### src/hdl/rbd_pkg.sv
package rbd_pkg;

   localparam int DEPTH     = 1024;
   localparam int WORD_BITS = 32;
   localparam int PTR_BITS  = (DEPTH > 1) ? $clog2(DEPTH) : 1;
   localparam int CNT_BITS  = $clog2(DEPTH + 1);

   localparam int KIND_W    = 3;
   localparam int INDEX_W   = 10;
   localparam int VALUE_W   = 32;
   localparam int SIZE_W    = 11;
   localparam int STATUS_W  = 3;
   localparam int COUNT_W   = 11;

   typedef enum logic [KIND_W-1:0] {
      KIND_PUSH_BACK  = 3'd0,
      KIND_PUSH_FRONT = 3'd1,
      KIND_POP_BACK   = 3'd2,
      KIND_POP_FRONT  = 3'd3,
      KIND_GET        = 3'd4,
      KIND_SET        = 3'd5,
      KIND_RESIZE     = 3'd6,
      KIND_CLEAR      = 3'd7
   } kind_type;

   typedef enum logic [STATUS_W-1:0] {
      STATUS_OK    = 3'd0,
      STATUS_FULL  = 3'd1,
      STATUS_EMPTY = 3'd2,
      STATUS_RANGE = 3'd3,
      STATUS_SIZE  = 3'd4
   } status_type;

   typedef struct packed {
      kind_type                    kind;
      logic [INDEX_W-1:0]          index;
      logic signed [VALUE_W-1:0]   value;
      logic [SIZE_W-1:0]           target_len;
   } req_type;

   typedef struct packed {
      logic signed [VALUE_W-1:0]   data;
      status_type                  status;
      logic [COUNT_W-1:0]          count;
      logic                        is_empty;
   } rsp_type;

   typedef struct packed {
      logic load;
      logic exec;
      logic finish_read;
      logic sweep;
      logic respond;
   } cmd_type;

   typedef struct packed {
      logic need_read;
      logic need_sweep;
      logic sweep_last;
   } dp_status_type;

   function automatic logic [PTR_BITS-1:0] wrap_inc(input logic [PTR_BITS-1:0] p);
      return (p == PTR_BITS'(DEPTH - 1)) ? '0 : p + PTR_BITS'(1);
   endfunction

   function automatic logic [PTR_BITS-1:0] wrap_dec(input logic [PTR_BITS-1:0] p);
      return (p == '0) ? PTR_BITS'(DEPTH - 1) : p - PTR_BITS'(1);
   endfunction

   // offset never exceeds DEPTH, so one subtract brings the sum back in range
   function automatic logic [PTR_BITS-1:0] wrap_add(input logic [PTR_BITS-1:0] p,
                                                    input logic [CNT_BITS-1:0] o);
      logic [CNT_BITS:0] s;
      s = (CNT_BITS+1)'(p) + (CNT_BITS+1)'(o);
      if (s >= (CNT_BITS+1)'(DEPTH)) begin
         s = s - (CNT_BITS+1)'(DEPTH);
      end
      return PTR_BITS'(s);
   endfunction

   function automatic logic [WORD_BITS-1:0] word_in(input logic signed [VALUE_W-1:0] v);
      return WORD_BITS'(v);
   endfunction

   function automatic logic signed [VALUE_W-1:0] word_out(input logic [WORD_BITS-1:0] w);
      return VALUE_W'(signed'(w));
   endfunction

endpackage

### src/hdl/rbd_ctrl.sv
module rbd_ctrl import rbd_pkg::*; (
   input  logic          clock,
   input  logic          reset,
   input  logic          start,
   output logic          busy,
   input  dp_status_type dp_status,
   output cmd_type       cmd
);

   typedef enum logic [4:0] {
      ST_INIT  = 5'b00001,
      ST_IDLE  = 5'b00010,
      ST_EXEC  = 5'b00100,
      ST_READ  = 5'b01000,
      ST_SWEEP = 5'b10000
   } state_type;

   state_type state_ff, state_in;

   always_ff @(posedge clock) begin
      if (reset) begin
         state_ff <= ST_INIT;
      end else begin
         state_ff <= state_in;
      end
   end

   always_comb begin
      state_in = state_ff;
      cmd      = '0;
      unique case (state_ff)
         ST_INIT: begin
            // zero the store after reset, no word goes out
            cmd.sweep = 1'b1;
            if (dp_status.sweep_last) begin
               state_in = ST_IDLE;
            end
         end
         ST_IDLE: begin
            if (start) begin
               cmd.load = 1'b1;
               state_in = ST_EXEC;
            end
         end
         ST_EXEC: begin
            cmd.exec = 1'b1;
            priority if (dp_status.need_read) begin
               state_in = ST_READ;
            end else if (dp_status.need_sweep) begin
               state_in = ST_SWEEP;
            end else begin
               cmd.respond = 1'b1;
               state_in    = ST_IDLE;
            end
         end
         ST_READ: begin
            cmd.finish_read = 1'b1;
            cmd.respond     = 1'b1;
            state_in        = ST_IDLE;
         end
         ST_SWEEP: begin
            cmd.sweep = 1'b1;
            if (dp_status.sweep_last) begin
               cmd.respond = 1'b1;
               state_in    = ST_IDLE;
            end
         end
         default: begin
            state_in = ST_INIT;
         end
      endcase
   end

   assign busy = (state_ff != ST_IDLE);

endmodule

### config.mk
export PLATFORM = sky130hd
export DESIGN_NAME = rbd_ctrl
export DESIGN_NICKNAME = d
export VERILOG_FILES = /design/src/hdl/rbd_pkg.sv /design/src/hdl/rbd_ctrl.sv
export SDC_FILE = /design/constraint.sdc
export NUM_CORES = 1
export LEC_CHECK = 0
export BUFFER_PORTS_ARGS = -buffer_cell sky130_fd_sc_hd__buf_2
export CORE_AREA = 2 2 39 41
export DETAILED_ROUTE_END_ITERATION = 16
export DIE_AREA = 0 0 41 43
export PLACE_DENSITY = 0.46
export RECOVER_POWER = 100
export SLEW_MARGIN = 15
export SYNTH_ARGS = -nofsm -noshare
export SYNTH_HDL_FRONTEND = slang
export SYNTH_SLANG_ARGS = --single-unit
### constraint.sdc
create_clock -name clock -period 1.85 [get_ports clock]
set_clock_uncertainty 0.15 [all_clocks]
set_input_delay 0.37 -clock clock [delete_from_list [all_inputs] [get_ports clock]]
set_output_delay 0.37 -clock clock [all_outputs]
set_load 0.05 [all_outputs]
* Word level (Yosys, flattened, before mapping) *
Index checks and enable logic that the tools add are counted.

word-level totals
  flip-flop bits (word level) = 5
  output and inout port bits = 6
  word-level logic and storage cells = 25

cells by class
  equal/unequal tests = 8
  muxes and demuxes = 14
  reductions and logical operators = 2

operators by type and width
  kind                                                                     count
  5-bit 2-to-1 mux                                                         4
  5-bit one-hot mux with 4 select lines                                    1
  1-bit 2-to-1 mux                                                         8
  5-bit by 1-bit equality test with 1-bit output, second input constant    1
  5-bit by 2-bit equality test with 1-bit output, second input constant    1
  5-bit by 3-bit equality test with 1-bit output, second input constant    1
  5-bit by 4-bit equality test with 1-bit output, second input constant    1
  5-bit equality test, second input constant                               1
  5-bit by 2-bit inequality test with 1-bit output, second input constant  1
  1-bit one-hot mux with 3 select lines                                    1
  2-bit by 1-bit inequality test with 1-bit output, second input constant  1
  2-bit inequality test, second input constant                             1
  2-bit AND reduction                                                      1
  2-bit OR reduction                                                       1

* Logic depth before layout (Yosys ltp) *
Gate-level depths: netlist of the first run.

  depth in word-level cells = 4
  mapped depth = 5

* Least setup slack after synthesis of the first run *
Ideal clock, no wire load.

  path kind = reg-to-output
  start point = register state_ff[4]
  end point = output port cmd[1] (netlist name)
  data arrival time = 2,062 ps
  required time = 1,330 ps
  path slack = -732 ps
  stages on the path, launching flop included = 4
  path through = dfxtp_1 buf_4 xnor2_1 nor4_1

RTL lines
  item                    line            text
  from (decl)             rbd_ctrl.sv:18  state_type state_ff, state_in;
  from (signal assigned)  rbd_ctrl.sv:24  state_ff <= state_in;
  to (decl)               rbd_ctrl.sv:7   output cmd_type cmd

==> key figures, run 1 <==
Flow run
  • Max-Cap Viols: 0

Synth
  • Synth Area in XOR/XNOR: 2.27%
  • Most common flop cell mapped by yosys: dfxtp_1
  • Post-synth EDFFs: 0
  • Register area share after synthesis: 25.9%
  • Simple-gate share of the synthesized area: 41.7%
  • Mapped cell area: 387 um2
  • Synth Warn #: 0
  • Post-Syn Area per Cell: 8.79 um2
  • Synthesized instance count: 44
  • Syn_nets: 50
  • Compound-cell area share of the yosys netlist: 19.7%
  • Post-synthesis adder-cell area fraction: 0%
  • Post-synthesis mux area share: 0%
  • Synth unique cells: 26
  • Ranking of synthesized cells by area: dfxtp_1, nor3_2, nor4b_4
  • Largest family of logic cells by synthesized area: simple AND/OR/NAND/NOR gates
  • Area share of the largest cell type after synthesis: 25.9%
  • #FFs+latches synth: 5
  • Synth async-reset ratio: 0%
  • Synth area leader: dfxtp_1

Placed design
  • Placed cell count: 73
  • Pre-CTS WS: -0.0673 ns
  • Post-DP HPWL: 780 um
  • GPL Wtd Cong: 0.694
  • Buffers added on ports: 11

Route
  • Vias: 415
  • DR DRC count: 0
  • Post-Route WL: 994 um
  • DRT iter0 DRCs: 3
  • ANT nets after route: 0
  • Post-DR wirelength/cell: 12.3 um
  • Drt first pass iters: 4
  • Via density: 5.12

Timing
  • Final min period: 1.94 ns
  • Setup ws final: -0.0883 ns
  • Relative slew slack: 78.4%
  • Final period util: 105%
  • Slew Viols, Final: 0
  • Final setup vio count: 2
  • Fmax: 516 MHz
  • Final Hold Fails: 0
  • Worst-margin pin slew: 0.322 ns
  • RSZ-0062 raised after global routing: true
  • Setup TNS: -0.145 ns

Global routing
  • Largest net degree at the start of global routing: 9
  • Initial antenna violation count: 0
  • Total Routing Usage GR: 13.6%
  • First-pass GRT wire length: 1.64 mm
  • Grt total ovfl: 0
  • Vias in the first global route: 412

Finish
  • Non-Filler Instances: 81
  • Most frequent cells in the layout: buf_4, buf_2, nor2_1, clkbuf_4, buf_6
  • Final net count: 72
  • Area of the multi-input gates: 289 um2
  • Top flop regs: state_ff (5)
  • Most common cell after layout, fill and taps aside: buf_4
  • Filler cells: 143
  • Max reg flops: 5
  • Synth-to-Final Area Change: 65.4%
  • Top reg by flops: state_ff
  • FF/Latch Area: 113 um2
  • Share of cells above drive strength 1: 58.5%
  • Ant diodes: 0

Clock tree
  • Clock transition at the registers of the reported paths: 0.04 ns
  • Buffer depth of the longest clock path: 2
  • Clock latency on the worst-skew pair: 0.23 ns
  • CTS tree: done
  • CTS sink count: 5
  • H-tree lvl count: 1
  • Root buffer cell: clkbuf_4
  • CTS Buf Count: 3

Power
  • Leak pwr: 0.000260 uW
  • Pwr per Cell Area: 529 nW/um2
  • Worst vdd ir: 0.000302 V

Floorplan
  • Placeable Area: 1380 um2
  • DIE HEIGHT: 43 um
  • Ports: 12
  • Initial core utilization: 27.9%
  • Die area: 1760 um2
  • Die width: 41 um
  • Rows: 14

Setup path
  • RR Endpoint: state_ff[1]
  • CP Depth: 5
  • R2R depth: 7
  • R2R Setup Slk: 0.30 ns
  • Reg-to-Reg Start: state_ff[3]
  • Max incr delay on CP: 0.37 ns
  • Critical path launch point: state_ff[2]
  • Crit path kind: flip-flop to output port
  • Critical path startpoint category: flip-flop
  • Critical path endpoint: cmd[4]
  • CP top delay family: simple AND/OR/NAND/NOR gates
  • Crit path max fanout: 8
  • CP bufs+invs: 2
  • CP required: 1.33 ns
  • Crit path cell chain: buf_6 -> nor3_4 -> nand3b_1 -> nor2_4 -> buf_8
  • Worst path slowest cell: dfxtp_4
  • Signal arrival time at the worst endpoint: 1.42 ns
  • Crit end category: output port

Status
  • Violated checks: negative setup slack
  • Status: finished, violations left

Hold path
  • Hold Crit Class: input pin to flip-flop
## power breakdown
part | switching, uW | total, uW | leakage [uW] | internal [uW]
Combinational | 51.7 | 94.1 | 0.000202 | 42.4
Clock | 39.5 | 121 | 0.0000150 | 81.2
Sequential | 13.3 | 123 | 0.0000429 | 110
Total | 105 | 338 | 0.000260 | 234
## per-stage QoR
step	total power, uW	util, %	cell area, um2	hold WS (ns)
after floorplan	190	-	420	0.289
after detailed placement	214	37.9	524	0.460
final	338	46.2	639	0.206
after global routing	355	46.2	639	0.225
after CTS	342	43.2	598	0.204
after global placement	215	37.9	524	0.458
## worst register-to-register path: cells and delay by family (launching register included)
| family | cells | cell delay [ns] |
|---|---|---|
| AND/OR/NAND/NOR | 2 | 0.10 |
| flip-flops | 1 | 0.37 |
| AO/OA/AOI/OAI | 2 | 0.40 |
| buffers and inverters | 3 | 0.41 |
## synth_stat cells, types with 2 or more instances
master,instances
nor2b_1,2
inv_1,3
nor3b_1,2
o21ai_0,2
nor3_2,3
nor2_1,5
dfxtp_1,5
buf_2,2
and2_1,2
nor3_1,2
## final cells by class
class	instances	area share (%)
Clock buffer	4	4.11
Inverter	3	1.76
Multi-Input combinational cell	32	45.2
Sequential cell	5	17.6
Tap cell	16	3.13
Timing Repair Buffer	21	28.2
## kinds of logic after synthesis
logic type | Yosys count
and+or+nand+nor | 22
DFF | 5
buffers and inverters | 7
AOI/OAI and AO/OA | 9
xor gates and xnor gates | 1
## worst min-delay path by stage
| stage | start | endpoint | slack [ns] | cells past startpoint |
|---|---|---|---|---|
| 2_1_floorplan | reset | state_ff[2] | 0.29 | 1 |
| 5_1_grt | reset | state_ff[2] | 0.22 | 2 |
| 3_3_place_gp | reset | state_ff[2] | 0.46 | 2 |
| 6_report | reset | state_ff[2] | 0.21 | 2 |
| 3_5_place_dp | reset | state_ff[2] | 0.46 | 2 |
| 4_1_cts | reset | state_ff[2] | 0.20 | 2 |
## what timing repair did
action / 4_1_cts / 5_1_grt
hold buffers: 0 / 0
setup endpoints to repair: 6 / 6
resized for setup: 13 / 7
pin swaps: 4 / 2
setup buffers: 2 / 2
## per-layer routing
layer  part of all wire (%)  wire (um)  GRT usage, %
met1                     38        375          15.8
met2                     56        560          22.2
met3                    5.7         57          1.57
met4                      0          0          8.00
met5                      0          0             0
No activity file was read; power rests on OpenSTA's default activity.
==> run 2: changes to the inputs <==
--- a/config.mk
+++ b/config.mk
@@ -5,11 +5,12 @@
 export SDC_FILE = /design/constraint.sdc
 export NUM_CORES = 1
 export LEC_CHECK = 0
+export ABC_AREA = 1
 export BUFFER_PORTS_ARGS = -buffer_cell sky130_fd_sc_hd__buf_2
 export CORE_AREA = 2 2 39 41
 export DETAILED_ROUTE_END_ITERATION = 16
 export DIE_AREA = 0 0 41 43
-export PLACE_DENSITY = 0.46
+export PLACE_DENSITY = 0.43
 export RECOVER_POWER = 100
 export SLEW_MARGIN = 15
 export SYNTH_ARGS = -nofsm -noshare
==> run 2 against run 1 <==
  * The run now ends clean
  * Setup slack improved by 0.16 ns
  * Cell area decreased by 24%
  * Combinational power increased to 4.2 times the previous value
  * Core utilization decreased by 11 points
  * Clock power about the same
  * Largest cell class unchanged
  * Highest routed layer is now met4
==> key figures, run 2 <==
Floorplan
  • DIE HEIGHT: 43 um
  • Die area: 1760 um2
  • Placeable Area: 1380 um2
  • Rows: 14
  • Die width: 41 um
  • Initial core utilization: 24.8%
  • Ports: 12

Finish
  • Ant diodes: 0
  • Most frequent cells in the layout: nand2_1, inv_1, nand3_1
  • Most common cell after layout, fill and taps aside: nand2_1
  • Synth-to-Final Area Change: 41.6%
  • Share of cells above drive strength 1: 39.4%
  • Filler cells: 156
  • Top flop regs: state_ff (5)
  • Top reg by flops: state_ff
  • Final net count: 78
  • Max reg flops: 5

Clock tree
  • Buffer depth of the longest clock path: 2
  • Clock transition at the registers of the reported paths: 0.04 ns
  • Clock latency on the worst-skew pair: 0.23 ns
  • CTS Buf Count: 3
  • Root buffer cell: clkbuf_4
  • CTS sink count: 5
  • H-tree lvl count: 1
  • CTS tree: done

Setup path
  • Signal arrival time at the worst endpoint: 1.26 ns
  • Critical path startpoint category: flip-flop
  • CP required: 1.33 ns
  • Crit end category: output port
  • Crit path max fanout: 4
  • Crit path kind: flip-flop to output port

Power
  • Worst vdd ir: 0.000434 V
  • Pwr per Cell Area: 1430 nW/um2
  • Leak pwr: 0.000250 uW

Placed design
  • Pre-CTS WS: 0.232 ns
  • Buffers added on ports: 11
  • GPL Wtd Cong: 0.692
  • Post-DP HPWL: 699 um

Timing
  • Final min period: 1.78 ns
  • Final Hold Fails: 0
  • Fmax: 563 MHz
  • Final setup vio count: 0
  • Worst-margin pin slew: 0.277 ns
  • Slew Viols, Final: 0
  • Setup TNS: 0 ns
  • RSZ-0062 raised after global routing: true
  • Relative slew slack: 81.6%
  • Final period util: 96.0%
  • Setup ws final: 0.0737 ns
  • Hold slack: 0.201 ns

Global routing
  • Initial antenna violation count: 0
  • Total Routing Usage GR: 11.1%
  • First-pass GRT wire length: 1.26 mm
  • Largest net degree at the start of global routing: 6
  • Vias in the first global route: 328
  • Grt total ovfl: 0

Synth
  • #FFs+latches synth: 5
  • Mapped cell area: 343 um2
  • Ranking of synthesized cells by area: dfxtp_1, nand2_1, nand3_1
  • Count leader, synth: nand2_1
  • Post-synth EDFFs: 0
  • Synth Warn #: 0
  • Commonest cells post-synth: nand2_1, inv_1, nand3_1, nor2_1, nor2_2
  • Synth unique cells: 14
  • Area share of the largest cell type after synthesis: 29.2%
  • Post-Syn Area per Cell: 6.12 um2
  • Synth area leader: dfxtp_1
  • Syn_nets: 62
  • Synthesized instance count: 56
  • Most common flop cell mapped by yosys: dfxtp_1
  • Synth async-reset ratio: 0%
  • Register area share after synthesis: 29.2%

Route
  • Vias: 373
  • Post-DR wirelength/cell: 8.85 um
  • DRT iter0 DRCs: 3
  • Post-Route WL: 770 um
  • ANT nets after route: 0
  • Drt first pass iters: 4
  • DR DRC count: 0
  • Via density: 4.29

Hold path
  • Hold Crit Class: input pin to flip-flop

Status
  • Status: finished clean

Flow run
  • Max-Cap Viols: 0
run 2: metal layers:
layer / global-route usage (%) / up-vias / wire length (um) / part of all wire (%)
li1: - / 208 / - / -
met1: 14.8 / 154 / 361 / 47
met2: 13.8 / 9 / 350 / 45
met3: 1.57 / 2 / 46 / 6.0
met4: 12.0 / 0 / 12 / 1.6
met5: 0 / - / 0 / 0
run 2: cells by family (layout without fill, tap and decap cells):
family                 after synthesis  count (layout)  synth area share (%)
DFF                                  5               5                  29.2
AOI/OAI and AO/OA                    3               3                  5.48
buffers and inverters               12              27                  13.1
and+or+nand+nor                     36              36                  52.2
run 2: final cells by class:
type	count	area, um2	area share (%)
multi-input combinational	39	221	45.6
sequential	5	100	20.6
timing repair buffer	11	72.6	14.9
inverter	12	45.0	9.28
clock buffer	4	26.3	5.41
tap	16	20.0	4.12
run 2: timing repair:
action	CTS	global route
setup buffers	0	0
gates resized for setup	2	5
hold buffers	0	0
setup endpoints to repair	2	5
hold endpoints to repair	0	0
run 2: path summary, 6_finish.rpt:
check / from / end / slack, ns / cells past startpoint
worst min register to register: state_ff[0] / state_ff[0] / 0.39 / 2
worst max register to register: state_ff[2] / state_ff[0] / 0.57 / 6
worst max-delay path: state_ff[0] / cmd[0] / 0.07 / 6
worst min-delay path: reset / state_ff[3] / 0.20 / 2
run 2: where the power goes:
group / switching (uW) / leakage (uW) / internal, uW / total (uW)
Combinational: 268 / 0.000194 / 129 / 397
Sequential: 38.7 / 0.0000410 / 136 / 175
Clock: 39.6 / 0.0000150 / 81.2 / 121
Total: 346 / 0.000250 / 346 / 693
run 2: worst max-delay path: stages (launching register included):
cell	delay (ns)
dfxtp_1	0.34
inv_1	0.10
nand2_2	0.07
nor2_2	0.11
nand3_1	0.13
o221ai_2	0.09
buf_6	0.18
run 2: per-stage QoR:
step                std cells  utilization [%]  total power [uW]  cell area, um2
floorplan                  56                -               468             362
global placement           83             31.6               546             437
detailed placement         83             31.6               542             437
CTS                        87             33.8               681             468
global route               87             35.1               756             485
finish                     87             35.1               693             485
==> run 3: changes to the inputs <==
--- a/config.mk
+++ b/config.mk
@@ -6,11 +6,11 @@
 export NUM_CORES = 1
 export LEC_CHECK = 0
 export ABC_AREA = 1
-export BUFFER_PORTS_ARGS = -buffer_cell sky130_fd_sc_hd__buf_2
 export CORE_AREA = 2 2 39 41
 export DETAILED_ROUTE_END_ITERATION = 16
 export DIE_AREA = 0 0 41 43
-export PLACE_DENSITY = 0.43
+export DONT_BUFFER_PORTS = 1
+export PLACE_DENSITY = 0.35
 export RECOVER_POWER = 100
 export SLEW_MARGIN = 15
 export SYNTH_ARGS = -nofsm -noshare
==> run 3 against run 2 <==
  * First-iteration DRC count up 33%
  * Cell area down 2.8%
  * Non-clock buffer count down 6
  * Flip-flop and latch count unchanged
  * Largest cell class unchanged
  * Core utilization down 0.99 points
  * Global-route usage up 0.31 points
  * Sequential share of layout area up 0.60 points
  * Sequential power about the same
==> key figures, run 3 (same netlist as run 2, synthesis figures left out) <==
Finish
  • FF/Latch Area: 100 um2
  • Most frequent cells in the layout: nand2_1, inv_1, nand3_1
  • Most common cell after layout, fill and taps aside: nand2_1
  • Area of the multi-input gates: 226 um2
  • Synth-to-Final Area Change: 37.6%
  • Filler cells: 157
  • Max reg flops: 5
  • Top reg by flops: state_ff
  • Top flop regs: state_ff (5)
  • Final net count: 72
  • Final Cell Area: 472 um2
  • Ant diodes: 0
  • Share of cells above drive strength 1: 35.4%

Flow run
  • Max-Cap Viols: 0

Clock tree
  • Setup Buffers After CTS: 0
  • Clock latency on the worst-skew pair: 0.24 ns
  • Buffer depth of the longest clock path: 2
  • CTS Buf Count: 3
  • Hold_buf cts: 0
  • CTS tree: done
  • Clock transition at the registers of the reported paths: 0.04 ns
  • CTS sink count: 5
  • Root buffer cell: clkbuf_4
  • H-tree lvl count: 1

Hold path
  • Hold Crit Endpoint: state_ff[3]
  • Hold Crit Class: input pin to flip-flop
  • Hold Startpoint: reset
  • WHS Path Cells: 1

Floorplan
  • Die area: 1760 um2
  • Initial core utilization: 24.8%
  • DIE HEIGHT: 43 um
  • Placeable Area: 1380 um2
  • Ports: 12
  • Die width: 41 um
  • Rows: 14

Setup path
  • Crit path cell chain: inv_1 -> nand2_2 -> nor2_2 -> nand3_2 -> o221ai_2 -> buf_6
  • R2R Setup Slk: 0.40 ns
  • RR Endpoint: state_ff[3]
  • R2R depth: 7
  • Max incr delay on CP: 0.35 ns
  • Reg-to-Reg Start: state_ff[0]
  • Crit end category: output port
  • Critical path startpoint category: flip-flop
  • Crit path kind: flip-flop to output port
  • Worst path slowest cell: dfxtp_1
  • CP top delay family: flip-flops
  • Signal arrival time at the worst endpoint: 1.24 ns
  • CP bufs+invs: 2
  • Crit path max fanout: 4
  • CP required: 1.33 ns

Global routing
  • Grt total ovfl: 0
  • First-pass GRT wire length: 1.30 mm
  • Total Routing Usage GR: 11.5%
  • Vias in the first global route: 320
  • Initial antenna violation count: 0
  • Largest net degree at the start of global routing: 6

Timing
  • Final min period: 1.76 ns
  • Final Hold Fails: 0
  • Final setup vio count: 0
  • Setup TNS: 0 ns
  • Fmax: 568 MHz
  • Final period util: 95.1%
  • Relative slew slack: 83.4%
  • Worst-margin pin slew: 0.249 ns
  • Setup ws final: 0.0907 ns
  • Slew Viols, Final: 0
  • Hold slack: 0.0512 ns
  • RSZ-0062 raised after global routing: false

Route
  • Via density: 4.31
  • DRT iter0 DRCs: 4
  • Post-DR wirelength/cell: 9.49 um
  • Vias: 349
  • Drt first pass iters: 4
  • DR DRC count: 0
  • ANT nets after route: 0
  • Post-Route WL: 769 um

Power
  • Worst vdd ir: 0.000499 V
  • Pwr per Cell Area: 1460 nW/um2
  • Leak pwr: 0.000229 uW

Placed design
  • Buffers added on ports: 0
  • DP Area: 432 um2
  • Post-DP HPWL: 663 um
  • Pre-CTS WS: 0.278 ns
  • GPL Wtd Cong: 0.694

Status
  • Status: finished clean
==> run 3: cell types whose count changed in the layout (fill, tap and decap cells not counted), moves of 2 or more <==
cell / previous run / this run
buf_2: 5 / 0
clkbuf_2: 2 / 0
clkbuf_4: 5 / 3
buf_4: 0 / 3
==> run 3: worst max-delay path by stage <==
stage                      startpoint     end  slack, ns  cells after the start
final                     state_ff[0]  cmd[0]       0.09                      6
after global routing      state_ff[0]  cmd[0]      0.003                      6
after CTS                 state_ff[4]  cmd[0]       0.02                      4
after detailed placement  state_ff[4]  cmd[0]       0.28                      4
after global placement    state_ff[4]  cmd[0]       0.27                      4
after floorplan           state_ff[0]  cmd[4]       0.14                      3
==> run 3: per-layer routing <==
metal  track usage, %  vias up  part of all wire, %
met4             12.0        0                  4.0
li1                 -      193                    -
met5                0        -                    0
met2             14.1       12                   44
met1             15.5      140                   45
met3             1.57        4                  7.4
==> run 3: repair_timing <==
item | CTS | global route
hold endpoints to repair | 0 | 0
gates resized for setup | 0 | 3
setup endpoints to repair | 0 | 1
==> run 3: per-stage QoR <==
step           instances  utilization [%]  power [uW]
6_report              81             34.1         688
5_1_grt               81             34.1         750
4_1_cts               81             33.1         687
3_5_place_dp          77             31.2         558
3_3_place_gp          77             31.2         568
2_1_floorplan         56                -         468
==> run 3: worst register-to-register path: stages (launching register included) <==
cell and delay [ns]:
dfxtp_1 0.35, inv_1 0.10, nand2_2 0.06, nor2_2 0.13, nand2_1 0.11, inv_2 0.22
nand2_1 0.10, nor3_2 0.16
==> run 3: cell type report <==
cell class	count	area share, %
sequential	5	21.2
clock buffer	4	5.57
multi-input combinational	39	48.0
timing repair buffer	5	11.4
inverter	12	9.55
tap	16	4.24
==> run 3: report_power, final <==
| part | internal, uW | switching, uW | leakage [uW] |
|---|---|---|---|
| clock network | 81.5 | 43.5 | 0.0000150 |
| registers | 136 | 40.5 | 0.0000410 |
| logic | 123 | 263 | 0.000173 |
